`src/design/dbcm_pkg.sv`:
```
package dbcm_pkg;

  localparam int unsigned DivisorWidth = 32;
  localparam logic [31:0] DivisorMask  = 32'((64'd1 << DivisorWidth) - 64'd1);
  localparam logic [63:0] AllOnes      = 64'hffff_ffff_ffff_ffff;

  typedef enum logic [3:0] {
    ST_IDLE,
    ST_STRIP,
    ST_DIV_J,
    ST_DIV_LO,
    ST_DIV_K,
    ST_LOAD_HI,
    ST_DIV_HI,
    ST_REDUCE,
    ST_DIV_NEAR,
    ST_ROUND,
    ST_TRIM,
    ST_DONE
  } state_t;

  typedef enum logic [2:0] {
    DIV_NONE,
    DIV_J,
    DIV_LO,
    DIV_K,
    DIV_HI,
    DIV_NEAR
  } div_sel_t;

  typedef struct packed {
    logic     load;
    logic     strip;
    logic     div_start;
    div_sel_t div_sel;
    logic     div_step;
    div_sel_t div_save;
    logic     reduce;
    logic     pick;
    logic     round_up;
    logic     trim;
    logic     pow2;
    logic     finish;
  } cmd_t;

  typedef struct packed {
    logic is_zero;
    logic t_even;
    logic t_one;
    logic div_done;
    logic reduce_more;
    logic hi_fits;
    logic trim_more;
  } status_t;

endpackage

```
`src/design/dbcm_if.sv`:
```
interface dbcm_in_if;
  logic        valid;
  logic        ready;
  logic [31:0] divisor;
  modport source (output valid, output divisor, input ready);
  modport sink (input valid, input divisor, output ready);
endinterface

interface dbcm_out_if;
  logic        valid;
  logic        ready;
  logic [63:0] multiplier;
  logic [63:0] addend;
  logic [5:0]  shift;
  logic        zero_divisor;
  modport source (output valid, output multiplier, output addend, output shift,
                  output zero_divisor, input ready);
  modport sink (input valid, input multiplier, input addend, input shift,
                input zero_divisor, output ready);
endinterface

```
`src/design/dbcm_ctrl.sv`:
```
module dbcm_ctrl (
  input  logic              clk,
  input  logic              rst_n,
  input  logic              in_valid,
  output logic              in_ready,
  output logic              out_valid,
  input  logic              out_ready,
  input  dbcm_pkg::status_t sts,
  output dbcm_pkg::cmd_t    cmd
);

  dbcm_pkg::state_t state_r, state_nxt;
  logic             out_valid_r, out_valid_nxt;

  always_ff @(posedge clk) begin
    if (!rst_n) begin
      state_r     <= dbcm_pkg::ST_IDLE;
      out_valid_r <= 1'b0;
    end else begin
      state_r     <= state_nxt;
      out_valid_r <= out_valid_nxt;
    end
  end

  assign in_ready  = (state_r == dbcm_pkg::ST_IDLE);
  assign out_valid = out_valid_r;

  // next state
  always_comb begin
    state_nxt = state_r;
    unique case (state_r)
      dbcm_pkg::ST_IDLE: if (in_valid) state_nxt = dbcm_pkg::ST_STRIP;
      dbcm_pkg::ST_STRIP: begin
        if (sts.is_zero) state_nxt = dbcm_pkg::ST_DONE;
        else if (!sts.t_even) begin
          if (sts.t_one) state_nxt = dbcm_pkg::ST_DONE;
          else state_nxt = dbcm_pkg::ST_DIV_J;
        end
      end
      dbcm_pkg::ST_DIV_J: if (sts.div_done) state_nxt = dbcm_pkg::ST_DIV_LO;
      dbcm_pkg::ST_DIV_LO: if (sts.div_done) state_nxt = dbcm_pkg::ST_DIV_K;
      dbcm_pkg::ST_DIV_K: if (sts.div_done) state_nxt = dbcm_pkg::ST_LOAD_HI;
      dbcm_pkg::ST_LOAD_HI: state_nxt = dbcm_pkg::ST_DIV_HI;
      dbcm_pkg::ST_DIV_HI: if (sts.div_done) state_nxt = dbcm_pkg::ST_REDUCE;
      dbcm_pkg::ST_REDUCE: begin
        if (!sts.reduce_more) begin
          if (sts.hi_fits) state_nxt = dbcm_pkg::ST_TRIM;
          else state_nxt = dbcm_pkg::ST_DIV_NEAR;
        end
      end
      dbcm_pkg::ST_DIV_NEAR: if (sts.div_done) state_nxt = dbcm_pkg::ST_ROUND;
      dbcm_pkg::ST_ROUND: state_nxt = dbcm_pkg::ST_TRIM;
      dbcm_pkg::ST_TRIM: if (!sts.trim_more) state_nxt = dbcm_pkg::ST_DONE;
      dbcm_pkg::ST_DONE: if (!out_valid_r || out_ready) state_nxt = dbcm_pkg::ST_IDLE;
      default: state_nxt = dbcm_pkg::ST_IDLE;
    endcase
  end

  // commands
  always_comb begin
    cmd           = '0;
    cmd.div_sel   = dbcm_pkg::DIV_NONE;
    cmd.div_save  = dbcm_pkg::DIV_NONE;
    out_valid_nxt = out_valid_r;
    if (out_valid_r && out_ready) out_valid_nxt = 1'b0;
    unique case (state_r)
      dbcm_pkg::ST_IDLE: cmd.load = in_valid;
      dbcm_pkg::ST_STRIP: begin
        if (!sts.is_zero && sts.t_even) cmd.strip = 1'b1;
        if (!sts.is_zero && !sts.t_even && sts.t_one) cmd.pow2 = 1'b1;
        if (!sts.is_zero && !sts.t_even && !sts.t_one) begin
          cmd.div_start = 1'b1;
          cmd.div_sel   = dbcm_pkg::DIV_J;
        end
      end
      dbcm_pkg::ST_DIV_J: begin
        cmd.div_step = 1'b1;
        if (sts.div_done) begin
          cmd.div_save  = dbcm_pkg::DIV_J;
          cmd.div_start = 1'b1;
          cmd.div_sel   = dbcm_pkg::DIV_LO;
        end
      end
      dbcm_pkg::ST_DIV_LO: begin
        cmd.div_step = 1'b1;
        if (sts.div_done) begin
          cmd.div_save  = dbcm_pkg::DIV_LO;
          cmd.div_start = 1'b1;
          cmd.div_sel   = dbcm_pkg::DIV_K;
        end
      end
      dbcm_pkg::ST_DIV_K: begin
        cmd.div_step = 1'b1;
        if (sts.div_done) cmd.div_save = dbcm_pkg::DIV_K;
      end
      dbcm_pkg::ST_LOAD_HI: begin
        cmd.div_start = 1'b1;
        cmd.div_sel   = dbcm_pkg::DIV_HI;
      end
      dbcm_pkg::ST_DIV_HI: begin
        cmd.div_step = 1'b1;
        if (sts.div_done) cmd.div_save = dbcm_pkg::DIV_HI;
      end
      dbcm_pkg::ST_REDUCE: begin
        if (sts.reduce_more) cmd.reduce = 1'b1;
        else if (sts.hi_fits) cmd.pick = 1'b1;
        else begin
          cmd.div_start = 1'b1;
          cmd.div_sel   = dbcm_pkg::DIV_NEAR;
        end
      end
      dbcm_pkg::ST_DIV_NEAR: cmd.div_step = 1'b1;
      dbcm_pkg::ST_ROUND: cmd.round_up = 1'b1;
      dbcm_pkg::ST_TRIM: begin
        if (sts.trim_more) cmd.trim = 1'b1;
      end
      dbcm_pkg::ST_DONE: begin
        if (!out_valid_r || out_ready) begin
          cmd.finish    = 1'b1;
          out_valid_nxt = 1'b1;
        end
      end
      default: ;
    endcase
  end

endmodule

```
`src/design/dbcm_dp.sv`:
```
module dbcm_dp (
  input  logic              clk,
  input  dbcm_pkg::cmd_t    cmd,
  input  logic [31:0]       in_divisor,
  output dbcm_pkg::status_t sts,
  output logic [63:0]       out_multiplier,
  output logic [63:0]       out_addend,
  output logic [5:0]        out_shift,
  output logic              out_zero_divisor
);

  logic [31:0]  t_r, t_nxt;
  logic [5:0]   n_r, n_nxt;
  logic [6:0]   l_r, l_nxt;
  logic [31:0]  j_r, j_nxt;
  logic [127:0] k_r, k_nxt;
  logic [127:0] lob_r, lob_nxt;
  logic [127:0] hib_r, hib_nxt;
  logic [63:0]  m_r, m_nxt;
  logic [63:0]  a_r, a_nxt;
  logic [6:0]   s_r, s_nxt;
  logic         zero_r, zero_nxt;
  logic [63:0]  om_r, om_nxt;
  logic [63:0]  oa_r, oa_nxt;
  logic [5:0]   os_r, os_nxt;
  logic         oz_r, oz_nxt;

  // shared restoring divider: 128 / 64, one bit per cycle
  logic [127:0] num_r, num_nxt;
  logic [127:0] q_r, q_nxt;
  logic [63:0]  d_r, d_nxt;
  logic [63:0]  rem_r, rem_nxt;
  logic [6:0]   cnt_r, cnt_nxt;
  logic [4:0]   lg;
  logic [127:0] pnum;
  logic [64:0]  rsh;
  logic [64:0]  rdiff;
  logic         qbit;
  logic [127:0] qfin;
  logic [63:0]  rfin;
  logic [63:0]  rounded;
  logic [31:0]  masked;

  always_comb begin
    lg = '0;
    for (int i = 1; i < 32; i++) begin
      if (t_r[i]) lg = 5'(i);
    end
  end
  assign masked  = in_divisor & dbcm_pkg::DivisorMask;
  assign pnum    = 128'd1 << (7'd64 + l_r);
  assign rsh     = {rem_r, num_r[127]};
  assign rdiff   = rsh - {1'b0, d_r};
  assign qbit    = rsh[64] || !rdiff[64];
  assign qfin    = {q_r[126:0], qbit};
  assign rfin    = qbit ? rdiff[63:0] : rsh[63:0];
  assign rounded = q_r[63:0] + ((rem_r > {33'd0, t_r[31:1]}) ? 64'd1 : 64'd0);

  assign sts.is_zero     = zero_r;
  assign sts.t_even      = !t_r[0];
  assign sts.t_one       = (t_r == 32'd1);
  assign sts.div_done    = (cnt_r == 7'd127);
  assign sts.reduce_more = ((lob_r >> 1) < (hib_r >> 1)) && (l_r != '0);
  assign sts.hi_fits     = (hib_r[127:64] == '0);
  assign sts.trim_more   = (m_r != '0) && !m_r[0] && (s_r != '0);

  always_ff @(posedge clk) begin
    t_r <= t_nxt; n_r <= n_nxt; l_r <= l_nxt; j_r <= j_nxt;
    k_r <= k_nxt; lob_r <= lob_nxt; hib_r <= hib_nxt;
    m_r <= m_nxt; a_r <= a_nxt; s_r <= s_nxt; zero_r <= zero_nxt;
    om_r <= om_nxt; oa_r <= oa_nxt; os_r <= os_nxt; oz_r <= oz_nxt;
    num_r <= num_nxt; q_r <= q_nxt; d_r <= d_nxt; rem_r <= rem_nxt; cnt_r <= cnt_nxt;
  end

  always_comb begin
    t_nxt = t_r; n_nxt = n_r; l_nxt = l_r; j_nxt = j_r;
    k_nxt = k_r; lob_nxt = lob_r; hib_nxt = hib_r;
    m_nxt = m_r; a_nxt = a_r; s_nxt = s_r; zero_nxt = zero_r;
    om_nxt = om_r; oa_nxt = oa_r; os_nxt = os_r; oz_nxt = oz_r;
    num_nxt = num_r; q_nxt = q_r; d_nxt = d_r; rem_nxt = rem_r; cnt_nxt = cnt_r;

    if (cmd.load) begin
      t_nxt    = masked;
      n_nxt    = '0;
      zero_nxt = (masked == '0);
    end
    if (cmd.strip) begin
      t_nxt = t_r >> 1;
      n_nxt = n_r + 6'd1;
    end
    if (cmd.pow2) begin
      m_nxt = '1; a_nxt = '1; s_nxt = '0;
    end
    if (cmd.div_step) begin
      rem_nxt = rfin;
      q_nxt   = qfin;
      num_nxt = {num_r[126:0], 1'b0};
      cnt_nxt = cnt_r + 7'd1;
    end
    // store the result of the division that ends this cycle
    unique case (cmd.div_save)
      dbcm_pkg::DIV_J:  j_nxt   = rfin[31:0];
      dbcm_pkg::DIV_LO: lob_nxt = qfin;
      dbcm_pkg::DIV_K:  k_nxt   = qfin;
      dbcm_pkg::DIV_HI: hib_nxt = qfin;
      default: ;
    endcase
    if (cmd.div_start) begin
      cnt_nxt = '0;
      q_nxt   = '0;
      rem_nxt = '0;
      unique case (cmd.div_sel)
        dbcm_pkg::DIV_J: begin
          // all ones mod t
          l_nxt   = {2'd0, lg} + 7'd1;
          num_nxt = {64'd0, dbcm_pkg::AllOnes};
          d_nxt   = {32'd0, t_r};
        end
        dbcm_pkg::DIV_LO: begin
          num_nxt = pnum;
          d_nxt   = {32'd0, t_r};
        end
        dbcm_pkg::DIV_K: begin
          num_nxt = pnum;
          d_nxt   = dbcm_pkg::AllOnes - {32'd0, j_r};
        end
        dbcm_pkg::DIV_HI: begin
          num_nxt = pnum + k_r;
          d_nxt   = {32'd0, t_r};
        end
        dbcm_pkg::DIV_NEAR: begin
          s_nxt   = {2'd0, lg};
          num_nxt = 128'd1 << (7'd64 + {2'd0, lg});
          d_nxt   = {32'd0, t_r};
        end
        default: ;
      endcase
    end
    if (cmd.reduce) begin
      lob_nxt = lob_r >> 1;
      hib_nxt = hib_r >> 1;
      l_nxt   = l_r - 7'd1;
    end
    if (cmd.pick) begin
      m_nxt = hib_r[63:0];
      a_nxt = '0;
      s_nxt = l_r;
    end
    if (cmd.round_up) begin
      m_nxt = rounded;
      a_nxt = rounded;
    end
    if (cmd.trim) begin
      m_nxt = m_r >> 1;
      a_nxt = a_r >> 1;
      s_nxt = s_r - 7'd1;
    end
    if (cmd.finish) begin
      oz_nxt = zero_r;
      if (zero_r) begin
        om_nxt = '0; oa_nxt = '0; os_nxt = '0;
      end else begin
        om_nxt = m_r; oa_nxt = a_r; os_nxt = 6'(s_r + {1'b0, n_r});
      end
    end
  end

  assign out_multiplier   = om_r;
  assign out_addend       = oa_r;
  assign out_shift        = os_r;
  assign out_zero_divisor = oz_r;

endmodule

```
`src/design/div_by_constant_magic_gen_top.sv`:
```
// divisor magic-value generator
// in channel: one divisor per transaction; out channel: multiplier, addend,
// shift and zero_divisor per transaction, one result for every divisor
// processing from accept to result: the trailing zeros of the divisor are stripped
// one at a time, then four bit-serial divisions (128 / 64 restoring divider, one
// quotient bit per cycle) run with a set-up state before the last, then the
// reduction steps, a fifth division plus a rounding step when the high bound
// does not fit 64 bits, and the trim steps
// a zero divisor goes straight from the strip state to the result, and a power
// of two does so once its trailing zeros are stripped; the block returns to idle
// before the next divisor is taken
// one divisor is worked on at a time: in_ready is high only when idle
// the result sits in an output register until out_ready takes it; a new
// divisor is accepted while that result still waits, and its own result
// then holds the block until the register is free
// reset clears the controller and drops out_valid; no clearing pass
module div_by_constant_magic_gen_top (
  input  logic clk,
  input  logic rst_n,
  dbcm_in_if.sink    in_ch,
  dbcm_out_if.source out_ch
);

  dbcm_pkg::cmd_t    cmd;
  dbcm_pkg::status_t sts;

  dbcm_ctrl u_ctrl (
    .clk       (clk),
    .rst_n     (rst_n),
    .in_valid  (in_ch.valid),
    .in_ready  (in_ch.ready),
    .out_valid (out_ch.valid),
    .out_ready (out_ch.ready),
    .sts       (sts),
    .cmd       (cmd)
  );

  dbcm_dp u_dp (
    .clk              (clk),
    .cmd              (cmd),
    .in_divisor       (in_ch.divisor),
    .sts              (sts),
    .out_multiplier   (out_ch.multiplier),
    .out_addend       (out_ch.addend),
    .out_shift        (out_ch.shift),
    .out_zero_divisor (out_ch.zero_divisor)
  );

endmodule

```
`src/flat_wrapper.sv`:
```
// flat-port wrapper written by rule: the top's interface ports become plain ports
module div_by_constant_magic_gen_top_flat 
  (clk, rst_n, in_ch_valid, in_ch_divisor, in_ch_ready, out_ch_valid, out_ch_multiplier, out_ch_addend, out_ch_shift, out_ch_zero_divisor, out_ch_ready);
  dbcm_in_if in_ch_i ();
  dbcm_out_if out_ch_i ();
  input  logic clk;
  input  logic rst_n;
  input wire logic [$bits(in_ch_i.valid)-1:0] in_ch_valid;
  input wire logic [$bits(in_ch_i.divisor)-1:0] in_ch_divisor;
  output wire logic [$bits(in_ch_i.ready)-1:0] in_ch_ready;
  output wire logic [$bits(out_ch_i.valid)-1:0] out_ch_valid;
  output wire logic [$bits(out_ch_i.multiplier)-1:0] out_ch_multiplier;
  output wire logic [$bits(out_ch_i.addend)-1:0] out_ch_addend;
  output wire logic [$bits(out_ch_i.shift)-1:0] out_ch_shift;
  output wire logic [$bits(out_ch_i.zero_divisor)-1:0] out_ch_zero_divisor;
  input wire logic [$bits(out_ch_i.ready)-1:0] out_ch_ready;
  assign in_ch_i.valid = in_ch_valid;
  assign in_ch_i.divisor = in_ch_divisor;
  assign in_ch_ready = in_ch_i.ready;
  assign out_ch_valid = out_ch_i.valid;
  assign out_ch_multiplier = out_ch_i.multiplier;
  assign out_ch_addend = out_ch_i.addend;
  assign out_ch_shift = out_ch_i.shift;
  assign out_ch_zero_divisor = out_ch_i.zero_divisor;
  assign out_ch_i.ready = out_ch_ready;
  div_by_constant_magic_gen_top u_core (.clk(clk), .rst_n(rst_n), .in_ch(in_ch_i), .out_ch(out_ch_i));
endmodule
```
`config.mk`:
```
export PLATFORM = sky130hd
export DESIGN_NAME = div_by_constant_magic_gen_top_flat
export DESIGN_NICKNAME = d
export VERILOG_FILES = /design/src/design/dbcm_pkg.sv /design/src/design/dbcm_if.sv /design/src/design/dbcm_ctrl.sv /design/src/design/dbcm_dp.sv /design/src/design/div_by_constant_magic_gen_top.sv /design/src/flat_wrapper.sv
export SDC_FILE = /design/constraint.sdc
export NUM_CORES = 2
export LEC_CHECK = 0
export ABC_CLOCK_PERIOD_IN_PS = 9790
export BUFFER_PORTS_ARGS = -buffer_cell sky130_fd_sc_hd__buf_2
export CORE_MARGIN = 1.5
export CORE_UTILIZATION = 25
export CTS_CLUSTER_SIZE = 28
export DETAILED_ROUTE_END_ITERATION = 10
export GPL_TIMING_DRIVEN = 1
export HOLD_SLACK_MARGIN = 0.05
export PLACE_DENSITY = 0.44
export SETUP_SLACK_MARGIN = 0.02
export SLEW_MARGIN = 25
export SYNTH_ARGS = -nofsm -noshare
export SYNTH_HDL_FRONTEND = slang
export SYNTH_HIERARCHICAL = 1
export SYNTH_SLANG_ARGS = --single-unit
export TNS_END_PERCENT = 30
```
`constraint.sdc`:
```
create_clock -name clk -period 9.79 [get_ports clk]
set_input_delay 0 -clock clk [delete_from_list [all_inputs] [get_ports clk]]
set_output_delay 0 -clock clk [all_outputs]
set_load 0.1 [all_outputs]
```
==> impl_metrics.toml <==
[outcome]
status = "complete, no violations"

[critical_path]
cp.required_ns = 10.48
cp_num_buf_inv = 2
slowest_stage = "nand2_1"
worstSetupStartpoint = "u_core/u_dp/hib_r[2]$_DFFE_PP_"
r2r_end = "u_core/u_dp/num_r[121]$_DFF_P_"
worst_setup_path_end_kind = "flop"
crit_chain = "inv_1 > ha_1 > a21o_1 > a21o_1 > a21oi_1 > nor2b_1 > o21ai_0 > a21oi_1 > a221oi_1 > o21ai_0 > a211o_1 > a21oi_1 > o21ai_1 > o21ai_0 > nor2_1 > mux2_2 > a32o_1 > or3_1 > nand3_4 > clkinv_2 > nand2_1 > o311a_1 > o211ai_1"
r2r_cells = 23
cp-start-kind = "flop"
crit_fanout = 63
r2r-start = "u_core/u_dp/hib_r[2]$_DFFE_PP_"
cp_top_family = "compound AO/OA/AOI/OAI gates"
timing.setup.critical_path_class = "reg2reg"
crit_path_max_incr_delay_ns = 0.87
critPathCapture = "u_core/u_dp/num_r[121]$_DFF_P_"
critPathArrivalTime_ns = 8.20
rrSetupSlack_ns = 2.28
worst-path-stages = 23

[logic_synthesis]
synthesis.instances = 6682
async_flop_share_pct = 0
yosysWarnings = 6
synth-main-ff-cell = "edfxtp_1"
synth.avg_cell_area_um2 = 9.428
syn_nets = 7091
syn_area_um2 = 63000
ys_ff_latch = 1095
seq_area_frac_synth_pct = 46.74
synth-edff-count = 752
ys_types = 102

[layout]
nets = 7181
stdcell_count = 10240
fill_cells = 26490
layout_common_cells = "962 x nand2_1, 752 x edfxtp_1, 643 x nor2_1"
final_common_cell = "nand2_1"
design_area_um2 = 72560
drive_gt1_share_pct = 8.251
area_growth_pct = 15.18

[placement]
globalplace.congestion = 0.8696
io_buffers = 172
post_dp_cell_area_um2 = 67500
hpwl_um = 145500
placed_cells = 9923
preCtsSetupSlack_ns = 2.199

[floorplan]
row_count = 184
initial_core_util_pct = 25.11
core_area_um2 = 250900
ios = 173
die_h_um = 505.0
dieArea_um2 = 255000
die_x_um = 505.0

[cts]
path_clk_slew_ns = 0.06
cts_buffers = 136
clock_path_buffers = 3
clock_latency_ns = 0.81
numClockSinks = 1095
cts-root-buf = "clkbuf_16"
htreeDepth = 4
cts_tree = "built"
cts_setup_buffers = 0

[drt]
wirelength_um = 203000
wl_per_cell_um = 19.83
drtIter0Drc = 3947
viasPerCell = 4.872
drtAntennaViolNets = 0
vias = 49870
drcViolationCount = 0
first_pass_iters = 8

[grt]
track_usage_pct = 15.49
antenna_found_initial = 6
grt_max_degree = 141
grt_pass1_vias = 48720
grt_first_pass_wirelength_um = 307500
overflow = 0

[power_and_ir_drop]
power_leakage_nw = 29.08
p_switching_mw = 5.016
pwr-share-clk_pct = 33.4
power.density_nw_per_um2 = 208.1
comb_power_share_pct = 26.9
switching_share_pct = 33.22
pwr-share-seq_pct = 39.7
ir_drop_mv = 0.4233
internal_power_mw = 10.09

[timing]
finalSetupViolations = 0
period_share_pct = 76.71
hold_viol = 0
drv_slew = 0
worstMarginPinSlew_ns = 1.102
tns_ns = 0
fin_ws_ns = 2.280
period_needed_ns = 7.510
max_freq_ghz = 0.1332
slew_headroom_pct = 25.94
grt_setup_unrepaired = "no"
clock_skew_ns = 0.04218

[flow_run]
timing.max_cap.violations = 0

[worst_hold_path]
hold_path_class = "in2reg"
-- synth_stat cells (8+ instances only) --
master     count  area [µm²]
o2111ai_1      8       70.07
o21ai_0      252        1261
nor4_1        72       450.4
a32oi_1       13       113.9
a21boi_0       9       67.56
nor3b_1        8       60.06
buf_2         27       135.1
nor2b_1      195        1220
o221ai_1      23       201.4
a31o_2         8       70.07
nand3_1       96       480.5
a21o_1       132       991.0
a31oi_1       41       256.5
edfxtp_1     752       22580
inv_1        319        1197
nor3_1        55       275.3
a311oi_1      37       324.1
and3_1        38       237.7
a211oi_1      37       277.8
buf_1         26       97.59
nand2_1      964        3618
clkbuf_1     291        1092
or3_1         26       162.7
a21oi_1      620        3103
nor2_1       646        2425
a22o_1        11       96.34
xor2_1        84       735.7
a221o_1        8       80.08
nand4_1      124       775.7
ha_1         370        4629
nand2b_1     184        1151
o211ai_1      13       97.59
mux2_2        34       382.9
o22ai_1       11       68.82
mux2i_1      279        2793
and2_1        26       162.7
o21a_1        24       180.2
nand3b_1       9       67.56
o21ai_1       10       50.05
o31ai_1       15       112.6
or2_2         14       87.58
o21bai_1      47       352.8
dfxtp_1      343        6867
xnor2_1      170        1489
a221oi_1      87       762.0
-- how the worst min path moves through the flow --
stage                      start                                to  slack, ns  cells after the start
2_1_floorplan  in_ch_divisor[31]  u_core/u_dp/t_r[31]$_SDFFE_PP0P_       0.15                      2
3_3_place_gp   in_ch_divisor[14]     u_core/u_dp/t_r[14]$_DFFE_PP_       0.33                      2
3_5_place_dp    in_ch_divisor[7]      u_core/u_dp/t_r[7]$_DFFE_PP_       0.33                      2
4_1_cts        in_ch_divisor[16]     u_core/u_dp/t_r[16]$_DFFE_PP_       0.05                      3
5_1_grt        in_ch_divisor[16]     u_core/u_dp/t_r[16]$_DFFE_PP_       0.07                      3
6_report       in_ch_divisor[16]     u_core/u_dp/t_r[16]$_DFFE_PP_       0.13                      3
-- layout make-up --
cell class / instances / area, µm² / area share (%)
multi-input cells: 4917 / 31200 / 43.00
flip-flops and latches: 1095 / 29450 / 40.58
well taps: 3348 / 4189 / 5.773
clock buffers: 195 / 3934 / 5.421
repair buffers: 302 / 2067 / 2.849
inverters: 320 / 1202 / 1.657
clock inverters: 55 / 513.0 / 0.7070
diodes: 3 / 7.507 / 0.01035
-- worst reg2reg max path, delay by kind of cell, from the launching register on --
kind	cells	cell delay, ns
buffers and inverters	2	0.71
muxes	1	0.30
and+or+nand+nor	5	1.69
DFF	1	0.43
AOI/OAI and AO/OA	14	4.09
adders and majority gates	1	0.22
-- kinds of logic after synthesis --
kind of cell             count (synthesis)  synth area share, %
multiplexers                           314                5.076
AO/OA/AOI/OAI                         1481                14.83
flip-flops                            1095                46.74
adder cells (fa/ha/maj)                373                7.444
XOR/XNOR                               254                3.531
buffers and inverters                  670                4.081
AND/OR/NAND/NOR                       2495                18.30
-- what timing repair did --
item,CTS,global route
hold buffers,59,0
hold endpoints to repair,60,0
gates resized for setup,0,0
setup endpoints to repair,0,0
-- stage by stage --
stage	total power, mW	hold slack (ns)	utilization [%]
after global routing	15.94	0.07418	28.91
after global placement	10.09	0.3282	26.88
final	15.10	0.1279	28.92
after CTS	15.27	0.05263	28.91
after floorplan	9.054	0.1472	-
after detailed placement	10.12	0.3314	26.90
-- routing by layer --
layer	global-route usage [%]	up-vias	share of wire, %
met5	0	-	0.012
met4	4.579	4	2.7
met3	2.866	255	5.4
met2	23.48	1147	43
met1	22.18	24350	49
li1	-	24110	-
-- flip-flops by register name (all words and copies together) (netlist names), 127 cells and up --
name               count
u_core/u_dp/hib_r    128
u_core/u_dp/k_r      128
u_core/u_dp/lob_r    127
u_core/u_dp/num_r    128
u_core/u_dp/q_r      127
-- power by group through the flow --
stage / Sequential, mW / Clock [mW] / Combinational [mW]
floorplan: 5.94 / 0 / 3.12
global placement: 6.08 / 0 / 4.00
detailed placement: 6.09 / 0 / 4.03
CTS: 6.00 / 5.20 / 4.08
global route: 6.06 / 5.38 / 4.51
finish: 6.00 / 5.04 / 4.06
No activity file was read; power rests on OpenSTA's default activity.
